`src/sv/trlru_pkg.sv`:
```
`default_nettype none

package trlru_pkg;

    // Width of a frame index as it travels on the ports and in each cell.
    localparam int FRAME_W = 4;

    // Request codes.
    localparam logic [1:0] REQ_ACCESS = 2'd0;
    localparam logic [1:0] REQ_INSERT = 2'd1;
    localparam logic [1:0] REQ_VICTIM = 2'd2;

    // One input transfer.
    typedef struct packed {
        logic [1:0]         req_type;
        logic [FRAME_W-1:0] frame;
    } req_t;

    // One result transfer.
    typedef struct packed {
        logic [FRAME_W-1:0] victim_frame;
        logic               order_empty;
    } rsp_t;

    // Operation broadcast to every cell of the chain.
    typedef enum logic [1:0] {
        CELL_HOLD  = 2'd0,
        CELL_TOUCH = 2'd1,
        CELL_POP   = 2'd2
    } cell_op_t;

    typedef struct packed {
        cell_op_t           op;
        logic [FRAME_W-1:0] frame;
    } cell_cmd_t;

    // Contents of one cell as seen by its neighbors.
    typedef struct packed {
        logic               valid;
        logic [FRAME_W-1:0] id;
    } cell_link_t;

endpackage

`default_nettype wire

```
`src/sv/trlru_cell.sv`:
```
`default_nettype none

module trlru_cell
    import trlru_pkg::*;
(
    input  wire logic       clk,
    input  wire logic       rst_n,
    input  wire cell_cmd_t  cmd,
    input  wire logic       below_valid,
    input  wire logic       hit_in,
    input  wire cell_link_t above,
    output logic            hit_out,
    output cell_link_t      state
);

    logic               valid_reg;
    logic               valid_next;
    logic [FRAME_W-1:0] id_reg;
    logic [FRAME_W-1:0] id_next;
    logic               self_match;
    logic               shift;

    // A hit at or below this cell means this cell closes the gap by one.
    assign self_match = valid_reg && (id_reg == cmd.frame);
    assign shift      = hit_in || self_match;
    assign hit_out    = shift;

    assign state.valid = valid_reg;
    assign state.id    = id_reg;

    // Next contents: take the newer neighbor, load the touched frame, or hold.
    always_comb
    begin
        valid_next = valid_reg;
        id_next    = id_reg;
        case (cmd.op)
            CELL_TOUCH:
            begin
                if (shift)
                begin
                    if (above.valid)
                    begin
                        valid_next = 1'b1;
                        id_next    = above.id;
                    end
                    else if (valid_reg)
                    begin
                        id_next = cmd.frame;
                    end
                    else
                    begin
                        valid_next = 1'b0;
                    end
                end
                else if (!valid_reg && below_valid)
                begin
                    valid_next = 1'b1;
                    id_next    = cmd.frame;
                end
            end
            CELL_POP:
            begin
                valid_next = above.valid;
                id_next    = above.id;
            end
            default:
            begin
                valid_next = valid_reg;
                id_next    = id_reg;
            end
        endcase
    end

    // The valid bit is control state and is cleared by reset.
    always_ff @(posedge clk or negedge rst_n)
    begin
        if (!rst_n)
        begin
            valid_reg <= 1'b0;
        end
        else
        begin
            valid_reg <= valid_next;
        end
    end

    // The frame index is payload and needs no reset.
    always_ff @(posedge clk)
    begin
        id_reg <= id_next;
    end

endmodule

`default_nettype wire

```
`src/sv/true_lru_replacement.sv`:
```
// A victim result appears on result, with done high, in the cycle after its transfer.
// Throughput: one request per cycle; busy is always low and the receiver cannot stall.
// Each request is settled by a ripple of the hit flag along the cell row.
// Reset (rst_n, asynchronous, active low) empties the order; no clearing pass is needed.
`default_nettype none

module true_lru_replacement
    import trlru_pkg::*;
#(
    parameter int FRAMES = 16
)
(
    input  wire logic clk,
    input  wire logic rst_n,
    input  wire logic start,
    output logic      busy,
    input  wire req_t req,
    output logic      done,
    output rsp_t      result
);

    cell_cmd_t  cmd;
    cell_link_t links [FRAMES+1];
    logic       hits  [FRAMES+1];
    logic       frame_ok;
    logic       take;
    logic       done_reg;
    logic       done_next;
    rsp_t       result_reg;
    rsp_t       result_next;

    assign busy     = 1'b0;
    assign take     = start && !busy;
    assign frame_ok = (32'(req.frame) < 32'(FRAMES));

    // Decode the request into the operation shared by all cells.
    always_comb
    begin
        cmd.frame = req.frame;
        cmd.op    = CELL_HOLD;
        if (take)
        begin
            case (req.req_type)
                REQ_ACCESS, REQ_INSERT:
                begin
                    if (frame_ok)
                    begin
                        cmd.op = CELL_TOUCH;
                    end
                end
                REQ_VICTIM:
                begin
                    cmd.op = CELL_POP;
                end
                default:
                begin
                    cmd.op = CELL_HOLD;
                end
            endcase
        end
    end

    // Cell 0 holds the least recent frame; newer frames sit at higher cells.
    assign links[FRAMES] = '0;
    assign hits[0]       = 1'b0;

    for (genvar i = 0; i < FRAMES; i++)
    begin : g_cell
        logic below_valid;
        if (i == 0)
        begin : g_first
            assign below_valid = 1'b1;
        end
        else
        begin : g_rest
            assign below_valid = links[i-1].valid;
        end

        trlru_cell u_cell (
            .clk         (clk),
            .rst_n       (rst_n),
            .cmd         (cmd),
            .below_valid (below_valid),
            .hit_in      (hits[i]),
            .above       (links[i+1]),
            .hit_out     (hits[i+1]),
            .state       (links[i])
        );
    end

    // A victim transfer reports the oldest cell before it shifts out.
    always_comb
    begin
        done_next                = take && (req.req_type == REQ_VICTIM);
        result_next.order_empty  = !links[0].valid;
        result_next.victim_frame = links[0].valid ? links[0].id : '0;
    end

    always_ff @(posedge clk or negedge rst_n)
    begin
        if (!rst_n)
        begin
            done_reg <= 1'b0;
        end
        else
        begin
            done_reg <= done_next;
        end
    end

    always_ff @(posedge clk)
    begin
        if (done_next)
        begin
            result_reg <= result_next;
        end
    end

    assign done   = done_reg;
    assign result = result_reg;

endmodule

`default_nettype wire

```
`config.mk`:
```
export PLATFORM = sky130hd
export DESIGN_NAME = true_lru_replacement
export DESIGN_NICKNAME = d
export VERILOG_FILES = /design/src/sv/trlru_pkg.sv /design/src/sv/trlru_cell.sv /design/src/sv/true_lru_replacement.sv
export SDC_FILE = /design/constraint.sdc
export NUM_CORES = 1
export LEC_CHECK = 0
export BUFFER_PORTS_ARGS = -buffer_cell sky130_fd_sc_hd__buf_2
export CAP_MARGIN = 40
export CORE_ASPECT_RATIO = 0.9
export CORE_UTILIZATION = 40
export DETAILED_ROUTE_END_ITERATION = 8
export PLACE_DENSITY = 0.53
export SKIP_CTS_REPAIR_TIMING = 1
export SYNTH_ARGS = -nofsm -noshare
export SYNTH_HDL_FRONTEND = slang
export SYNTH_SLANG_ARGS = --single-unit
```
`constraint.sdc`:
```
create_clock -name clk -period 3.5 [get_ports clk]
set_clock_uncertainty 0.1 [all_clocks]
set_input_delay 0.175 -clock clk [delete_from_list [all_inputs] [get_ports clk]]
set_output_delay 0.175 -clock clk [all_outputs]
set_load 0.02 [all_outputs]
```
==> impl_summary.md <==
Worst setup path
The endpoint identified for the worst register-to-register timing path is g_cell[10].u_cell.id_reg[1]$_DFFE_PP_. Walking the worst path, the cells encountered are xor2_1 -> nor3_1 -> and3_4 -> nor3_4 -> and3_1 -> nand2_1 -> mux2_2 -> a21oi_1. The critical path contains buffers and inverters numbering 0 combined. In this run the critical register-to-register path is launched from g_cell[0].u_cell.id_reg[3]$_DFFE_PP_. The cell type group with the largest total delay on the critical path is simple AND/OR/NAND/NOR gates. The slowest stage of the critical path belongs to the cell and3_1. STA puts the critical path data arrival time at 2.88 ns. The data required time of the worst path is 3.41 ns. The worst setup path is captured at a flop. STA classifies the critical path startpoint as a flop. The worst setup path is of the flop to flop kind.

The maximum single-stage delay on the critical path is 0.50 ns. The path depth of the worst reg2reg path is 8. The critical-path maximum fanout is 10. The setup check on the worst reg-to-reg path leaves a slack of 0.53 ns.

Power
In this run the power density over the cells is 579.8 nW/µm². In this run the static leakage power is 2.070 nW. VDD sags by at most 337.2 µV.

Finish
The cell area after layout is 5693 µm². The net count of the finished layout is 485. The share of cells above drive strength 1 is 22.55%.

Across the whole layout, storage elements account for 2497 µm². The final standard cell utilization of the core is 45.05%. The final cell count without fillers is 643.

The antenna diode count is 0. The total of fill cells in the finished design is 1179. The register with the most flip-flops in the layout has 64 of them.

The synthesis-to-finish area growth is 10.09%. Summing all multi-input logic gate instances after layout gives 2409 µm².

Global routing
The number of global-route vias before repair is 3485. The first-pass GRT wire length is 18.90 mm. Global routing consumed, over all layers together, 19.04% of the routing resources. Summed over all layers, the global routing overflow is 0. Entering global routing, the biggest net connects 28 pins. The number of antenna violations at the first check in global routing is 0.

Floorplanning
The number of rows created at floorplan is 39. For this configuration, the core starts out at a cell density of 40.92%. The area of the core is 12640 µm². For this design the top-level I/O count stands at 16. The floorplan die area is 13390 µm². The floorplan step set the die height to 109.9 µm. From left edge to right edge, the die measures 121.9 µm.

Synth
The sequential element share of the synthesized area is 48.29%. The synthesized netlist occupies a cell area of 5171 µm². The cell count after synthesis came out at 462.

Yosys printed 0 warnings. The most instantiated flip-flop cell in the synthesis netlist is edfxtp_1. The mean area per synthesized cell is 11.19 µm². The count of flip-flops with a built-in enable after synthesis is 69. The async set-reset flop share out of synthesis is 19.77%.

The synthesized design contains 86 register bits. The distinct cell type count after synthesis is 51. Counting every net in the synthesized netlist gives 473.

Detailed routing
Once detail routing completed, the nets flagged for antenna violations numbered 0. Using the TritonRoute via totals, the vias-per-cell ratio works out to 5.532. Detailed routing inserted a total of 3557 vias. Summed over all layers, the routed wires come to 11.86 mm. The first-pass iteration count of the detailed router is 6. After detailed routing, the average wire length per cell comes to 18.44 µm. For this run, design rule violations remaining after detail routing come to 0.

In this run, the number of DRC markers left after iteration 0 of detailed routing was 193.

Min path
Counting instances, the worst hold path has a depth of 3. The endpoint of the worst hold path is done$_DFF_PN0_. The worst hold-check path type is input pin to flop. The start point of the worst min-delay path is req[4].

STA
The minimum clock period after layout is 2.974 ns. Setup repair after global routing left no endpoint under its margin. Adding up every negative setup slack in the final design gives 0 ns. The normalized max-slew margin is 56.52%. The maximum achievable frequency is 0.3363 GHz.

The number of failing hold endpoints at the final stage is 0. The final max-slew violation count was 0. The final setup violation count is 0. The minimum setup slack in the final design is 0.5261 ns. For the pin with the worst max-slew slack, the measured transition is 0.6522 ns.

The fraction of the cycle the final worst path needs is 84.97%.

Clocking
TritonCTS created 9 clock buffers. Clock-pin slew was measured on the worst setup and hold paths at 0.07 ns. The number of sinks handled by clock tree synthesis is 86. The later pin in the worst-skew pair is clocked with a latency of 0.35 ns. The maximum root-to-sink buffer count is 2. The clock tree from TritonCTS is done. In this run the number of H-tree levels came out at 3. The tree is rooted in a clkbuf_16.

Placed design
The worst setup timing slack at the placement stage is 0.2457 ns. The area after detailed placement is 5391 µm². The HPWL after detailed placement is 8.331 mm. The routability-driven placement congestion ratio is 0.8426. The count of buffers from port buffering is 14. The number of placed instances, taps included, is 626.

Run
The max-cap violation count is 0.

Status
The flow ran to the end, and the final reports show no timing, DRC or antenna violations.
==> final cells by class <==
type	count	share of cell area, %
sequential	86	43.87
multi-input combinational	324	42.31
clock buffer	10	4.022
timing repair buffer	33	3.780
tap	164	3.604
inverter	20	1.319
clock inverter	6	1.099
==> worst max-delay path by stage <==
stage,end,depth (start not counted),startpoint,slack [ns]
after floorplan,g_cell[15].u_cell.id_reg[0]$_SDFFCE_PP0P_,9,g_cell[0].u_cell.id_reg[3]$_DFFE_PP_,0.71
after global placement,g_cell[10].u_cell.id_reg[2]$_DFFE_PP_,8,req[1],0.30
after detailed placement,g_cell[10].u_cell.id_reg[3]$_DFFE_PP_,8,req[1],0.25
after CTS,g_cell[10].u_cell.id_reg[3]$_DFFE_PP_,8,g_cell[0].u_cell.id_reg[3]$_DFFE_PP_,0.54
after global routing,g_cell[10].u_cell.id_reg[3]$_DFFE_PP_,8,g_cell[0].u_cell.id_reg[0]$_DFFE_PP_,0.33
final,g_cell[10].u_cell.id_reg[1]$_DFFE_PP_,8,g_cell[0].u_cell.id_reg[3]$_DFFE_PP_,0.53
==> per-stage QoR <==
step,hold WS [ns],total power [W]
after floorplan,-0.2206,0.002128
after global placement,0.04851,0.002348
after detailed placement,0.05291,0.002353
after CTS,-0.3336,0.003324
after global routing,0.1817,0.003458
final,0.1373,0.003301
==> cells by family (layout without fill, tap and decap cells) <==
| group | Yosys count | after routing | share of synthesized area, % |
|---|---|---|---|
| other | 1 | 1 | 0.07252 |
| xor gates and xnor gates | 64 | 64 | 10.84 |
| AOI/OAI and AO/OA | 100 | 100 | 12.78 |
| adders and majority gates | 2 | 2 | 0.4838 |
| DFF | 86 | 86 | 48.29 |
| muxes | 58 | 58 | 12.63 |
| buffers and inverters | 52 | 69 | 5.129 |
| and+or+nand+nor | 99 | 99 | 9.775 |
==> worst min-delay path, cell delays in order <==
cell and delay (ns):
buf_2 0.07, nand3b_1 0.14, inv_1 0.13
==> cell usage in the layout (no fill, tap or decap), types with 4 or more instances in the layout <==
cell / n
a21oi_1: 30
a22o_1: 5
a31oi_1: 18
and2_1: 6
buf_2: 14
buf_4: 18
clkbuf_16: 9
dfrtp_1: 17
edfxtp_1: 69
inv_1: 20
mux2_1: 4
mux2_2: 54
nand2_1: 25
nand3_1: 13
nor2_1: 14
nor2b_1: 6
nor3_1: 16
nor4_1: 5
o21ai_0: 13
o31a_1: 5
o31ai_1: 5
xnor2_1: 32
xor2_1: 32
==> metal layers <==
| layer | vias to the layer above | part of all wire [%] | global-route usage, % |
|---|---|---|---|
| met5 | - | 0 | 0 |
| met1 | 1755 | 50 | 25.90 |
| met4 | 0 | 0.76 | 5.115 |
| met2 | 83 | 45 | 29.54 |
| met3 | 7 | 4.5 | 5.394 |
| li1 | 1712 | - | - |
==> where the power goes <==
group	switching, W	total (W)	internal (W)
sequential	0.0000766	0.00137	0.00130
combinational	0.000501	0.000966	0.000465
clock	0.000410	0.000961	0.000551
total	0.000988	0.00330	0.00231
==> cells in the mapped netlist, drive strengths merged, types with 3 or more instances <==
master | instances | area, µm²
o21a | 3 | 22.52
or3 | 3 | 18.77
dfrtp | 17 | 425.4
or2 | 3 | 18.77
xor2 | 32 | 280.3
nor4 | 5 | 31.28
buf | 18 | 137.6
inv | 20 | 75.07
nor3 | 17 | 96.35
mux2 | 58 | 653.1
o31ai | 5 | 37.54
nand2 | 25 | 93.84
a21oi | 31 | 166.4
a22o | 5 | 43.79
o31a | 5 | 43.79
clkbuf | 14 | 52.55
xnor2 | 32 | 280.3
o21ai | 15 | 75.07
nor2 | 14 | 52.55
and2 | 6 | 37.54
nor2b | 6 | 37.54
a31oi | 18 | 112.6
edfxtp | 69 | 2072
nand3 | 14 | 75.07
Power figures use the tool's default switching activity.
